### config.mk
export PLATFORM = sky130hd
export DESIGN_NAME = tst_ctrl
export DESIGN_NICKNAME = d
export VERILOG_FILES = /design/src/rtl/core/tst_pkg.sv /design/src/rtl/core/tst_ctrl.sv
export SDC_FILE = /design/constraint.sdc
export NUM_CORES = 1
export LEC_CHECK = 0
export BUFFER_PORTS_ARGS = -buffer_cell sky130_fd_sc_hd__buf_2
export CORE_MARGIN = 2
export CORE_UTILIZATION = 54
export DETAILED_ROUTE_END_ITERATION = 10
export PLACE_DENSITY = 0.79
export SLEW_MARGIN = 20
export SYNTH_ARGS = -nofsm -noshare
export SYNTH_HDL_FRONTEND = slang
export SYNTH_SLANG_ARGS = --single-unit
### constraint.sdc
create_clock -name i_clk -period 2.8 [get_ports i_clk]
set_clock_uncertainty 0.1 [all_clocks]
set_input_delay 0.42 -clock i_clk [delete_from_list [all_inputs] [get_ports i_clk]]
set_output_delay 0.42 -clock i_clk [all_outputs]
set_load 0.005 [all_outputs]
### src/rtl/core/tst_pkg.sv
// Shared types, codes and arithmetic helpers of the task-space torque solver.
`default_nettype none
package tst_pkg;

    // Word widths
    localparam int W_W   = 48;  // inner value width
    localparam int IN_W  = 32;  // loaded element and torque width
    localparam int IDX_W = 3;   // row, column and joint index width

    // Default sizes
    localparam int TASK_DIM_DEF    = 6;
    localparam int JOINT_COUNT_DEF = 7;
    localparam int FRAC_BITS_DEF   = 16;

    // Shared scratch memory
    localparam int RAM_DEPTH = 512;
    localparam int RAM_AW    = 9;

    // Serial multiplier: digits of the second operand per product
    localparam int MUL_DIGIT = 16;
    localparam int MUL_STEPS = W_W / MUL_DIGIT;

    // Opcodes
    localparam logic [1:0] OP_LD_JAC   = 2'd0;
    localparam logic [1:0] OP_LD_MASS  = 2'd1;
    localparam logic [1:0] OP_LD_FORCE = 2'd2;
    localparam logic [1:0] OP_COMPUTE  = 2'd3;

    typedef enum logic [3:0] {
        WR_LOAD, WR_RDATA, WR_ONE, WR_ZERO, WR_ACC, WR_RES, WR_A, WR_B, WR_SUB
    } t_wr_sel;

    typedef enum logic [2:0] {
        LD_NONE, LD_A, LD_B, LD_FAC, LD_PIV, LD_BEST_INIT, LD_BEST_UPD
    } t_ld;

    typedef enum logic [1:0] {
        ACC_NONE, ACC_CLR, ACC_ADD
    } t_acc;

    typedef enum logic [1:0] {
        AR_NONE, AR_MUL_AB, AR_MUL_FB, AR_DIV_AP
    } t_ar;

    // Controller to datapath
    typedef struct packed {
        logic [RAM_AW-1:0] rd_addr;
        logic              wr_en;
        logic [RAM_AW-1:0] wr_addr;
        t_wr_sel           wr_sel;
        t_ld               ld;
        logic [IDX_W-1:0]  row_tag;
        t_acc              acc;
        t_ar               ar;
        logic              emit;
        logic              emit_sing;
        logic [IDX_W-1:0]  emit_idx;
        logic              emit_last;
    } t_cmd;

    // Datapath to controller
    typedef struct packed {
        logic             arith_done;
        logic             best_zero;
        logic             fac_zero;
        logic [IDX_W-1:0] pidx;
    } t_sts;

    // Memory map: Jacobian, mass, force, task-space scratch T, g vector, work matrix
    function automatic logic [RAM_AW-1:0] addr_j(input logic [2:0] r, input logic [2:0] c);
        return {3'b000, r, c};
    endfunction

    function automatic logic [RAM_AW-1:0] addr_m(input logic [2:0] r, input logic [2:0] c);
        return {3'b001, r, c};
    endfunction

    function automatic logic [RAM_AW-1:0] addr_t(input logic [2:0] r, input logic [2:0] c);
        return {3'b011, r, c};
    endfunction

    function automatic logic [RAM_AW-1:0] addr_f(input logic [2:0] r);
        return {6'b010000, r};
    endfunction

    function automatic logic [RAM_AW-1:0] addr_g(input logic [2:0] r);
        return {6'b010001, r};
    endfunction

    function automatic logic [RAM_AW-1:0] addr_w(input logic [2:0] r, input logic [3:0] c);
        return {2'b10, r, c};
    endfunction

    function automatic logic [W_W-1:0] mag48(input logic [W_W-1:0] v);
        return v[W_W-1] ? (~v + 1'b1) : v;
    endfunction

    function automatic logic [W_W-1:0] sat_add(input logic [W_W-1:0] x, input logic [W_W-1:0] y);
        logic [W_W:0] s;
        s = {x[W_W-1], x} + {y[W_W-1], y};
        if (s[W_W] != s[W_W-1]) begin
            return s[W_W] ? {1'b1, {(W_W-1){1'b0}}} : {1'b0, {(W_W-1){1'b1}}};
        end
        return s[W_W-1:0];
    endfunction

    function automatic logic [W_W-1:0] sat_sub(input logic [W_W-1:0] x, input logic [W_W-1:0] y);
        logic [W_W:0] s;
        s = {x[W_W-1], x} - {y[W_W-1], y};
        if (s[W_W] != s[W_W-1]) begin
            return s[W_W] ? {1'b1, {(W_W-1){1'b0}}} : {1'b0, {(W_W-1){1'b1}}};
        end
        return s[W_W-1:0];
    endfunction

    function automatic logic [IN_W-1:0] sat32(input logic [W_W-1:0] x);
        if ((&x[W_W-1:IN_W-1]) || !(|x[W_W-1:IN_W-1])) begin
            return x[IN_W-1:0];
        end
        return x[W_W-1] ? {1'b1, {(IN_W-1){1'b0}}} : {1'b0, {(IN_W-1){1'b1}}};
    endfunction

endpackage
`default_nettype wire

### src/rtl/core/tst_ctrl.sv
// Controller: sequences loads, both inversions, the matrix products and the torque beats.
`default_nettype none
module tst_ctrl #(
    parameter int TASK_DIM    = tst_pkg::TASK_DIM_DEF,
    parameter int JOINT_COUNT = tst_pkg::JOINT_COUNT_DEF
) (
    input  wire logic                       i_clk,
    input  wire logic                       i_rst_n,
    input  wire logic                       i_start,
    input  wire logic [1:0]                 i_opcode,
    input  wire logic [tst_pkg::IDX_W-1:0]  i_row,
    input  wire logic [tst_pkg::IDX_W-1:0]  i_column,
    input  wire tst_pkg::t_sts              i_sts,
    output tst_pkg::t_cmd                   o_cmd,
    output logic                            o_busy
);

    localparam logic [2:0] TD3   = 3'(TASK_DIM);
    localparam logic [2:0] JC3   = 3'(JOINT_COUNT);
    localparam logic [2:0] TD_M1 = 3'(TASK_DIM - 1);
    localparam logic [2:0] JC_M1 = 3'(JOINT_COUNT - 1);

    typedef enum logic [5:0] {
        S_IDLE, S_FILL, S_FILL_WR,
        S_PV_RD, S_PV_INIT, S_PV_SCAN, S_PV_CHK,
        S_SW_RDP, S_SW_RDC, S_SW_WRC, S_SW_WRP,
        S_NM_RD0, S_NM_PIV, S_NM_RD, S_NM_LD, S_NM_GO, S_NM_WAIT,
        S_EL_ROW, S_EL_FAC, S_EL_CHK, S_EL_RDC, S_EL_LDB, S_EL_GO, S_EL_WAIT,
        S_MM_CLR, S_MM_RDA, S_MM_RDB, S_MM_LDB, S_MM_GO, S_MM_WAIT, S_MM_WR,
        S_SING
    } t_state;

    typedef enum logic [1:0] {MM_T, MM_L, MM_G, MM_TAU} t_mode;

    t_state     r_state, n_state;
    t_mode      r_mode, n_mode;
    logic       r_phase, n_phase;
    logic [2:0] r_r, n_r;
    logic [2:0] r_c, n_c;
    logic [2:0] r_i, n_i;
    logic [2:0] r_k, n_k;
    logic [3:0] r_j, n_j;

    logic [2:0] n_dim;
    logic [2:0] nm1;
    logic [3:0] j_last;
    logic       fill_adv_last;
    logic [2:0] mm_im1, mm_jm1, mm_km1;
    logic [tst_pkg::RAM_AW-1:0] mm_a_addr, mm_b_addr, mm_d_addr;

    assign n_dim  = r_phase ? TD3 : JC3;
    assign nm1    = n_dim - 3'd1;
    assign j_last = {n_dim, 1'b0} - 4'd1;
    assign fill_adv_last = (r_j == j_last) && (r_r == nm1);
    assign o_busy = (r_state != S_IDLE);

    always_comb begin
        unique case (r_mode)
            MM_T: begin
                mm_im1    = TD_M1; mm_jm1 = JC_M1; mm_km1 = JC_M1;
                mm_a_addr = tst_pkg::addr_j(r_i, r_k);
                mm_b_addr = tst_pkg::addr_w(r_k, {1'b0, JC3} + {1'b0, r_j[2:0]});
                mm_d_addr = tst_pkg::addr_t(r_i, r_j[2:0]);
            end
            MM_L: begin
                mm_im1    = TD_M1; mm_jm1 = TD_M1; mm_km1 = JC_M1;
                mm_a_addr = tst_pkg::addr_t(r_i, r_k);
                mm_b_addr = tst_pkg::addr_j(r_j[2:0], r_k);
                mm_d_addr = tst_pkg::addr_w(r_i, r_j);
            end
            MM_G: begin
                mm_im1    = TD_M1; mm_jm1 = 3'd0; mm_km1 = TD_M1;
                mm_a_addr = tst_pkg::addr_w(r_i, {1'b0, TD3} + {1'b0, r_k});
                mm_b_addr = tst_pkg::addr_f(r_k);
                mm_d_addr = tst_pkg::addr_g(r_i);
            end
            MM_TAU: begin
                mm_im1    = JC_M1; mm_jm1 = 3'd0; mm_km1 = TD_M1;
                mm_a_addr = tst_pkg::addr_j(r_k, r_i);
                mm_b_addr = tst_pkg::addr_g(r_k);
                mm_d_addr = tst_pkg::addr_g(r_i);
            end
            default: begin
                mm_im1 = '0; mm_jm1 = '0; mm_km1 = '0;
                mm_a_addr = '0; mm_b_addr = '0; mm_d_addr = '0;
            end
        endcase
    end

    always_comb begin
        n_state = r_state;
        n_mode  = r_mode;
        n_phase = r_phase;
        n_r     = r_r;
        n_c     = r_c;
        n_i     = r_i;
        n_k     = r_k;
        n_j     = r_j;
        o_cmd   = '0;
        unique case (r_state)
            S_IDLE: begin
                if (i_start) begin
                    unique case (i_opcode)
                        tst_pkg::OP_LD_JAC: begin
                            o_cmd.wr_en   = (i_row < TD3) && (i_column < JC3);
                            o_cmd.wr_addr = tst_pkg::addr_j(i_row, i_column);
                        end
                        tst_pkg::OP_LD_MASS: begin
                            o_cmd.wr_en   = (i_row < JC3) && (i_column < JC3);
                            o_cmd.wr_addr = tst_pkg::addr_m(i_row, i_column);
                        end
                        tst_pkg::OP_LD_FORCE: begin
                            o_cmd.wr_en   = (i_row < TD3);
                            o_cmd.wr_addr = tst_pkg::addr_f(i_row);
                        end
                        tst_pkg::OP_COMPUTE: begin
                            n_phase = 1'b0;
                            n_r     = '0;
                            n_j     = '0;
                            n_state = S_FILL;
                        end
                        default: ;
                    endcase
                    o_cmd.wr_sel = tst_pkg::WR_LOAD;
                end
            end
            S_FILL: begin
                if (r_j < {1'b0, n_dim}) begin
                    if (!r_phase) begin
                        o_cmd.rd_addr = tst_pkg::addr_m(r_r, r_j[2:0]);
                        n_state       = S_FILL_WR;
                    end
                end else begin
                    o_cmd.wr_en   = 1'b1;
                    o_cmd.wr_addr = tst_pkg::addr_w(r_r, r_j);
                    o_cmd.wr_sel  = ((r_j - {1'b0, n_dim}) == {1'b0, r_r}) ?
                                    tst_pkg::WR_ONE : tst_pkg::WR_ZERO;
                end
                if (r_phase || r_j >= {1'b0, n_dim}) begin
                    if (fill_adv_last) begin
                        n_c = '0; n_state = S_PV_RD;
                    end else if (r_j == j_last) begin
                        n_j = '0; n_r = r_r + 3'd1;
                    end else begin
                        n_j = r_j + 4'd1;
                    end
                end
            end
            S_FILL_WR: begin
                o_cmd.wr_en   = 1'b1;
                o_cmd.wr_addr = tst_pkg::addr_w(r_r, r_j);
                o_cmd.wr_sel  = tst_pkg::WR_RDATA;
                n_state       = S_FILL;
                if (fill_adv_last) begin
                    n_c = '0; n_state = S_PV_RD;
                end else if (r_j == j_last) begin
                    n_j = '0; n_r = r_r + 3'd1;
                end else begin
                    n_j = r_j + 4'd1;
                end
            end
            S_PV_RD: begin
                o_cmd.rd_addr = tst_pkg::addr_w(r_c, {1'b0, r_c});
                n_state       = S_PV_INIT;
            end
            S_PV_INIT: begin
                o_cmd.ld      = tst_pkg::LD_BEST_INIT;
                o_cmd.row_tag = r_c;
                if (r_c == nm1) begin
                    n_state = S_PV_CHK;
                end else begin
                    o_cmd.rd_addr = tst_pkg::addr_w(r_c + 3'd1, {1'b0, r_c});
                    n_r           = r_c + 3'd1;
                    n_state       = S_PV_SCAN;
                end
            end
            S_PV_SCAN: begin
                o_cmd.ld      = tst_pkg::LD_BEST_UPD;
                o_cmd.row_tag = r_r;
                if (r_r == nm1) begin
                    n_state = S_PV_CHK;
                end else begin
                    o_cmd.rd_addr = tst_pkg::addr_w(r_r + 3'd1, {1'b0, r_c});
                    n_r           = r_r + 3'd1;
                end
            end
            S_PV_CHK: begin
                n_j = '0;
                priority if (i_sts.best_zero) begin
                    n_state = S_SING;
                end else if (i_sts.pidx != r_c) begin
                    n_state = S_SW_RDP;
                end else begin
                    n_state = S_NM_RD0;
                end
            end
            S_SW_RDP: begin
                o_cmd.rd_addr = tst_pkg::addr_w(i_sts.pidx, r_j);
                n_state       = S_SW_RDC;
            end
            S_SW_RDC: begin
                o_cmd.ld      = tst_pkg::LD_A;
                o_cmd.rd_addr = tst_pkg::addr_w(r_c, r_j);
                n_state       = S_SW_WRC;
            end
            S_SW_WRC: begin
                o_cmd.ld      = tst_pkg::LD_B;
                o_cmd.wr_en   = 1'b1;
                o_cmd.wr_addr = tst_pkg::addr_w(r_c, r_j);
                o_cmd.wr_sel  = tst_pkg::WR_A;
                n_state       = S_SW_WRP;
            end
            S_SW_WRP: begin
                o_cmd.wr_en   = 1'b1;
                o_cmd.wr_addr = tst_pkg::addr_w(i_sts.pidx, r_j);
                o_cmd.wr_sel  = tst_pkg::WR_B;
                if (r_j == j_last) begin
                    n_state = S_NM_RD0;
                end else begin
                    n_j     = r_j + 4'd1;
                    n_state = S_SW_RDP;
                end
            end
            S_NM_RD0: begin
                o_cmd.rd_addr = tst_pkg::addr_w(r_c, {1'b0, r_c});
                n_state       = S_NM_PIV;
            end
            S_NM_PIV: begin
                o_cmd.ld = tst_pkg::LD_PIV;
                n_j      = '0;
                n_state  = S_NM_RD;
            end
            S_NM_RD: begin
                o_cmd.rd_addr = tst_pkg::addr_w(r_c, r_j);
                n_state       = S_NM_LD;
            end
            S_NM_LD: begin
                o_cmd.ld = tst_pkg::LD_A;
                n_state  = S_NM_GO;
            end
            S_NM_GO: begin
                o_cmd.ar = tst_pkg::AR_DIV_AP;
                n_state  = S_NM_WAIT;
            end
            S_NM_WAIT: begin
                if (i_sts.arith_done) begin
                    o_cmd.wr_en   = 1'b1;
                    o_cmd.wr_addr = tst_pkg::addr_w(r_c, r_j);
                    o_cmd.wr_sel  = tst_pkg::WR_RES;
                    if (r_j == j_last) begin
                        n_r     = '0;
                        n_state = S_EL_ROW;
                    end else begin
                        n_j     = r_j + 4'd1;
                        n_state = S_NM_RD;
                    end
                end
            end
            S_EL_ROW: begin
                priority if (r_r == n_dim) begin
                    // Column done: next pivot, or leave the inversion
                    if (r_c == nm1) begin
                        n_i = '0; n_j = '0;
                        n_mode  = r_phase ? MM_G : MM_T;
                        n_state = S_MM_CLR;
                    end else begin
                        n_c     = r_c + 3'd1;
                        n_state = S_PV_RD;
                    end
                end else if (r_r == r_c) begin
                    n_r = r_r + 3'd1;
                end else begin
                    o_cmd.rd_addr = tst_pkg::addr_w(r_r, {1'b0, r_c});
                    n_state       = S_EL_FAC;
                end
            end
            S_EL_FAC: begin
                o_cmd.ld = tst_pkg::LD_FAC;
                n_state  = S_EL_CHK;
            end
            S_EL_CHK: begin
                n_j = '0;
                if (i_sts.fac_zero) begin
                    n_r     = r_r + 3'd1;
                    n_state = S_EL_ROW;
                end else begin
                    n_state = S_EL_RDC;
                end
            end
            S_EL_RDC: begin
                o_cmd.rd_addr = tst_pkg::addr_w(r_c, r_j);
                n_state       = S_EL_LDB;
            end
            S_EL_LDB: begin
                o_cmd.ld      = tst_pkg::LD_B;
                o_cmd.rd_addr = tst_pkg::addr_w(r_r, r_j);
                n_state       = S_EL_GO;
            end
            S_EL_GO: begin
                o_cmd.ld = tst_pkg::LD_A;
                o_cmd.ar = tst_pkg::AR_MUL_FB;
                n_state  = S_EL_WAIT;
            end
            S_EL_WAIT: begin
                if (i_sts.arith_done) begin
                    o_cmd.wr_en   = 1'b1;
                    o_cmd.wr_addr = tst_pkg::addr_w(r_r, r_j);
                    o_cmd.wr_sel  = tst_pkg::WR_SUB;
                    if (r_j == j_last) begin
                        n_r     = r_r + 3'd1;
                        n_state = S_EL_ROW;
                    end else begin
                        n_j     = r_j + 4'd1;
                        n_state = S_EL_RDC;
                    end
                end
            end
            S_MM_CLR: begin
                o_cmd.acc = tst_pkg::ACC_CLR;
                n_k       = '0;
                n_state   = S_MM_RDA;
            end
            S_MM_RDA: begin
                o_cmd.rd_addr = mm_a_addr;
                n_state       = S_MM_RDB;
            end
            S_MM_RDB: begin
                o_cmd.ld      = tst_pkg::LD_A;
                o_cmd.rd_addr = mm_b_addr;
                n_state       = S_MM_LDB;
            end
            S_MM_LDB: begin
                o_cmd.ld = tst_pkg::LD_B;
                n_state  = S_MM_GO;
            end
            S_MM_GO: begin
                o_cmd.ar = tst_pkg::AR_MUL_AB;
                n_state  = S_MM_WAIT;
            end
            S_MM_WAIT: begin
                if (i_sts.arith_done) begin
                    o_cmd.acc = tst_pkg::ACC_ADD;
                    if (r_k == mm_km1) begin
                        n_state = S_MM_WR;
                    end else begin
                        n_k     = r_k + 3'd1;
                        n_state = S_MM_RDA;
                    end
                end
            end
            S_MM_WR: begin
                if (r_mode == MM_TAU) begin
                    o_cmd.emit      = 1'b1;
                    o_cmd.emit_idx  = r_i;
                    o_cmd.emit_last = (r_i == mm_im1);
                end else begin
                    o_cmd.wr_en   = 1'b1;
                    o_cmd.wr_addr = mm_d_addr;
                    o_cmd.wr_sel  = tst_pkg::WR_ACC;
                end
                n_state = S_MM_CLR;
                if (r_j[2:0] != mm_jm1) begin
                    n_j = r_j + 4'd1;
                end else if (r_i != mm_im1) begin
                    n_j = '0;
                    n_i = r_i + 3'd1;
                end else begin
                    n_j = '0;
                    n_i = '0;
                    unique case (r_mode)
                        MM_T:   n_mode = MM_L;
                        MM_L: begin
                            n_phase = 1'b1;
                            n_r     = '0;
                            n_state = S_FILL;
                        end
                        MM_G:   n_mode = MM_TAU;
                        MM_TAU: n_state = S_IDLE;
                        default: n_state = S_IDLE;
                    endcase
                end
            end
            S_SING: begin
                o_cmd.emit      = 1'b1;
                o_cmd.emit_sing = 1'b1;
                o_cmd.emit_idx  = r_j[2:0];
                o_cmd.emit_last = (r_j[2:0] == JC_M1);
                if (r_j[2:0] == JC_M1) begin
                    n_state = S_IDLE;
                end else begin
                    n_j = r_j + 4'd1;
                end
            end
            default: n_state = S_IDLE;
        endcase
    end

    always_ff @(posedge i_clk) begin
        if (!i_rst_n) begin
            r_state <= S_IDLE;
            r_mode  <= MM_T;
            r_phase <= 1'b0;
        end else begin
            r_state <= n_state;
            r_mode  <= n_mode;
            r_phase <= n_phase;
        end
        r_r <= n_r;
        r_c <= n_c;
        r_i <= n_i;
        r_k <= n_k;
        r_j <= n_j;
    end

    a_done_in_wait: assert property (@(posedge i_clk) disable iff (!i_rst_n)
        i_sts.arith_done |-> (r_state == S_NM_WAIT || r_state == S_EL_WAIT ||
                              r_state == S_MM_WAIT))
        else $error("arith result arrived outside a wait state");

    a_compute_starts: assert property (@(posedge i_clk) disable iff (!i_rst_n)
        (r_state == S_IDLE && i_start && i_opcode == tst_pkg::OP_COMPUTE) |=>
        (r_state == S_FILL))
        else $error("compute beat did not start the mass fill");

    a_swap_other_row: assert property (@(posedge i_clk) disable iff (!i_rst_n)
        (r_state == S_SW_RDP) |-> (i_sts.pidx != r_c))
        else $error("row swap with itself");

    a_last_ends_run: assert property (@(posedge i_clk) disable iff (!i_rst_n)
        (o_cmd.emit && o_cmd.emit_last) |=> (r_state == S_IDLE))
        else $error("run continued after the last torque");

endmodule
`default_nettype wire

Word-level counts from Yosys, hierarchy flattened

Cells that the tools add are included.

$add $sub $neg: 10
Order comparisons: 5
Equal/unequal tests: 74
Muxes and demuxes: 113
Reduce and logical (&&, ||, !) cells: 31

Operators with widths:

| kind               | count |
|---|---|
| $pmux 6 s32        | 1 |
| $pmux 14 s8        | 1 |
| $eq 6x5->1 const B | 16 |
| $pmux 9 s10        | 1 |
| $mux 3             | 28 |
| $mux 6             | 14 |
| $pmux 9 s4         | 2 |
| $mux 14            | 5 |
| $mux 4             | 14 |
| $eq 6x4->1 const B | 8 |
| $mux 9             | 5 |
| $ne 2x2->1 const B | 20 |
| $pmux 4 s9         | 1 |
| $pmux 10 s3        | 1 |
| $pmux 3 s10        | 1 |
| $pmux 3 s2         | 5 |
| $pmux 9 s3         | 1 |
| $eq 6x3->1 const B | 4 |
| $mux 5             | 4 |
| $eq 3x3->1         | 6 |
| $pmux 3 s3         | 2 |
| $pmux 3 s6         | 1 |
| $mux 2             | 8 |
| $reduce_and 8->1   | 2 |
| other kinds (43)   | 82 |

Flip-flop bits (word level): 25
Input port bits: 17
Output and inout bits: 40
Logic and storage cells: 241

Longest topological paths before layout

Word-level depth: 7
Depth in mapped cells: 11
Depth with buffers taken out: 10

Worst setup path after synthesis

No wires, ideal clock.

Path kind: reg2reg
From: register r_j[0]
To: register r_r[0], enable pin
Library setup time: 354 ps
Data arrival time: 2207 ps
Required time: 2346 ps
Setup slack: 138 ps
Cell stages (with the launch flop): 11
Path buffers: 1
Clock period less this slack: 2662 ps
Cells stage by stage: edfxtp_1 -> buf_2 -> inv_1 -> ha_1 -> inv_1 -> ha_1 -> a21o_1 -> nor4_4 -> and2_4 -> a2111o_1 -> a211oi_1

Longest elaborated chain between the ends: 4
Elaborated cells on any way between the ends: 8
Those cells by class: order compare (1); eq/ne (5); reduce/logical (2)

Ends and longest elaborated chain:

| element                                | RTL line        | source |
|---|---|---|
| start, declared                        | tst_ctrl.sv:42  | `logic [3:0] r_j, n_j;` |
| start signal, assigned                 | tst_ctrl.sv:412 | `r_j <= n_j;` |
| $ge 4x3->1                             | tst_ctrl.sv:139 | `if (r_phase \|\| r_j >= {1'b0, n_dim}) begin` |
| $logic_or 1x1->1                       | tst_ctrl.sv:139 |  |
| $ne 2x2->1 (no source line)            | --              |  |
| $reduce_and 15->1 (no source line) (*) | --              |  |
| end signal, assigned                   | tst_ctrl.sv:408 | `r_r <= n_r;` |
| end, declared                          | tst_ctrl.sv:38  | `logic [2:0] r_r, n_r;` |

Mark *: on every way between the ends. The rest lies on a longest branch, timed or not.
A chain may end at the register's enable or synchronous reset.

==> out/metrics.cfg <==
[sta]
transition_time_of_the_tightest_slew_check_pin_ps = 582
timing.slew.headroom_pct = 60.2
grt_setup_unrepaired = yes
maxSlewViolCount = 0
max_clock_freq_mhz = 346
fin_crit_sh_pct = 103
timing.final.crit_period_ps = 2890
finalSetupViolations = 6
hold_slack_ps = 356
hold_violations = 0
worst_slack_ps = -91.2

[route]
drc = 0
post_drt_via_cell_ratio = 6.85
postRouteWirelength_mm = 17.4
routed_wire_length_per_instance_um = 23.0
detail_route.first_pass.iterations = 8
ant_nets = 0
num_vias = 5196
first_iter_violations = 716

[final_layout]
postLayoutCoreUtil_pct = 70.7
final_layout_size_suffix_gt1_share_pct = 31.4
layout.nets = 701
filler_cell_count = 635
layout.cells.most_common = buf_4
multi_input_area_sq_um = 3260
area_taken_by_flip_flops_and_latches_sq_um = 674
area_delta_synth_final_pct = 26.8
layout.cells.non_filler = 758
diodes = 0
layout.cells.most_common_list = buf_4 (79), buf_2 (56), nand2_1 (53)

[critical_path]
r2r_setup_slack_ps = 40
worst-setup-path-type = reg2out
reg2reg_from = r_mode[0]
critical_path_peak_fanout = 8
start_kind = register
rr_endpoint = r_state[0]
worst_ep_required_time_ps = 2280
worstRegToRegCells = 9
critical_path_arrival_ps = 2370
cp-end-kind = primary output

[power]
static_leakage_nw = 2.23
power-per-cell-area_nw_per_um2 = 177
power.clock.fraction_pct = 28.3
ir_drop_mv = 0.160
power_frac_comb_pct = 27.2
seq_power_share_pct = 44.5
total_switching_power_w = 0.000313
p_sw_share_pct = 34.3
power_w = 0.000911
power_report.internal_total_w = 0.000598

[clock_network]
cts.root.buffer_cell = clkbuf_8
clkLatencyLatePin_ps = 300
cts-root-to-sink-buffers = 2
cts_inserted_buffers = 3
htreeDepth = 1
worst_setup_hold_path_clk_slew_ps = 110
cts.sink_count = 25
cts_tree = done

[worst_hold_path]
hold_class = in2reg
hold_depth = 3
hold-path-endpoint = r_mode[0]
hold_path_startpoint = i_rst_n

[floorplan]
die_h_um = 90.8
top_level_ports = 57
coreArea_sq_um = 7290
design.die.area_sq_um = 8250
core.rowCount = 31
initial_utilization_pct = 55.8
die_width_um = 90.8

[global_routing]
number_of_global_route_vias_before_repair = 4734
grt_util_all_layers_pct = 40.2
grt_max_degree = 30
antenna_found_initial = 0
grt_first_pass_wirelength_mm = 26.4
globalRouteOverflowTotal = 0

[logic_synthesis]
postSynthCellCount = 558
yosys_register_bits = 25
avgSynthCellArea_sq_um = 7.29
synth_fp_nets = 599
dominantRegCellSynth = edfxtp_1
async_reset_ff_share_pct = 0
ys_seq_area_share_pct = 16.2
mappedNetlistArea_sq_um = 4070
synth.yosys.warnings = 0
synth-edff-count = 16
netlist-cell-type-count = 81

[placement]
globalplace.congestion = 0.989
post-dp-hpwl_mm = 12.8
dpl.cell_count = 729
dp_slack_ps = 35.2
io_buffers = 56

[status]
violations_in_the_final_reports = negative setup slack
status = finished with violations

[job]
drv_cap = 0

## metrics by stage
step                      instance area [sq um]  TNS, ps
after floorplan                            4070        0
after global placement                     4700        0
after detailed placement                   4700        0
after CTS                                  4990    -4.81
after global routing                       5160     -766
final                                      5160     -322
## how the worst max path moves through the flow
stage	from	endpoint	slack (ps)	cells past startpoint
final	r_mode[0]	o_cmd[36]	-90	10
after CTS	r_j[0]	o_cmd[21]	-5	10
after global routing	r_j[0]	o_cmd[21]	-130	10
after floorplan	r_j[0]	r_r[0]	140	10
after detailed placement	r_mode[1]	r_r[2]	40	7
after global placement	r_phase	r_r[2]	90	10
## power by group through the flow
| stage | combinational (W) | sequential (W) | clock, W |
|---|---|---|---|
| after floorplan | 0.000137 | 0.000410 | 0 |
| after global placement | 0.000215 | 0.000414 | 0 |
| after detailed placement | 0.000219 | 0.000414 | 0 |
| after CTS | 0.000229 | 0.000404 | 0.000248 |
| after global routing | 0.000261 | 0.000406 | 0.000263 |
| final | 0.000248 | 0.000405 | 0.000258 |
## kinds of logic after synthesis
logic type      after synthesis  share of synthesized area, %
fa+ha+maj                    24                          7.38
mux                           5                          1.23
compound gates              174                          29.9
xor+xnor                     22                          4.92
flops                        25                          16.2
simple gates                242                          32.3
other cells                   1                        0.0922
buf+inv                      65                          7.93
## per-layer routing
layer,part of all wire (%),vias up,global-route usage (%)
met5,0,-,0
met2,45,399,64.4
met1,38,2410,54.8
li1,-,2285,-
met3,12,102,5.18
met4,5.1,0,15.7
## cell usage after synthesis, drive strengths merged (7+ instances only)
cell	n	share of area [%]
nor2	56	5.6
nand2	55	5.1
o21ai	43	5.3
buf	37	5.4
a21oi	29	3.6
nand3	28	3.6
ha	24	7.4
nor3	23	3.3
inv	19	1.8
a22oi	17	3.1
edfxtp	16	12
nand2b	15	2.3
xnor2	11	2.4
xor2	11	2.6
a22o	10	2.2
nor2b	10	1.7
clkbuf	9	0.83
dfxtp	9	4.4
a21o	7	1.3
nand4	7	1.1
or2	7	1.1
or3	7	1.1
## area by class of cell
type	count	share of cell area [%]
tap	99	2.40
inverter	19	1.53
multi-input combinational	468	63.2
timing repair buffer	143	18.9
sequential	25	13.1
clock buffer	3	0.801
clock inverter	1	0.0970
## worst max-delay path, stage by stage, from the launching register on
cell and delay (ps):
dfxtp_4 410, clkinvlp_4 150, ha_4 190, buf_4 150, buf_6 130, nand3_1 100
o21ai_0 160, a32o_1 260, a21oi_1 200, nand4_1 160, buf_2 160
## state kept, by name, indices dropped and copies added (netlist names)
| name | count |
|---|---|
| r_state | 6 |
| r_j | 4 |
| r_k | 3 |
| r_phase | 1 |
| r_mode | 2 |
| r_r | 3 |
| r_i | 3 |
| r_c | 3 |
## timing repair
item | CTS | global route
hold buffers | 0 | 0
setup endpoints to repair | 16 | 20
pin swaps | 9 | 21
resized for setup | 30 | 33
setup buffers | 17 | 8
(Power assumes the default switching activity.)
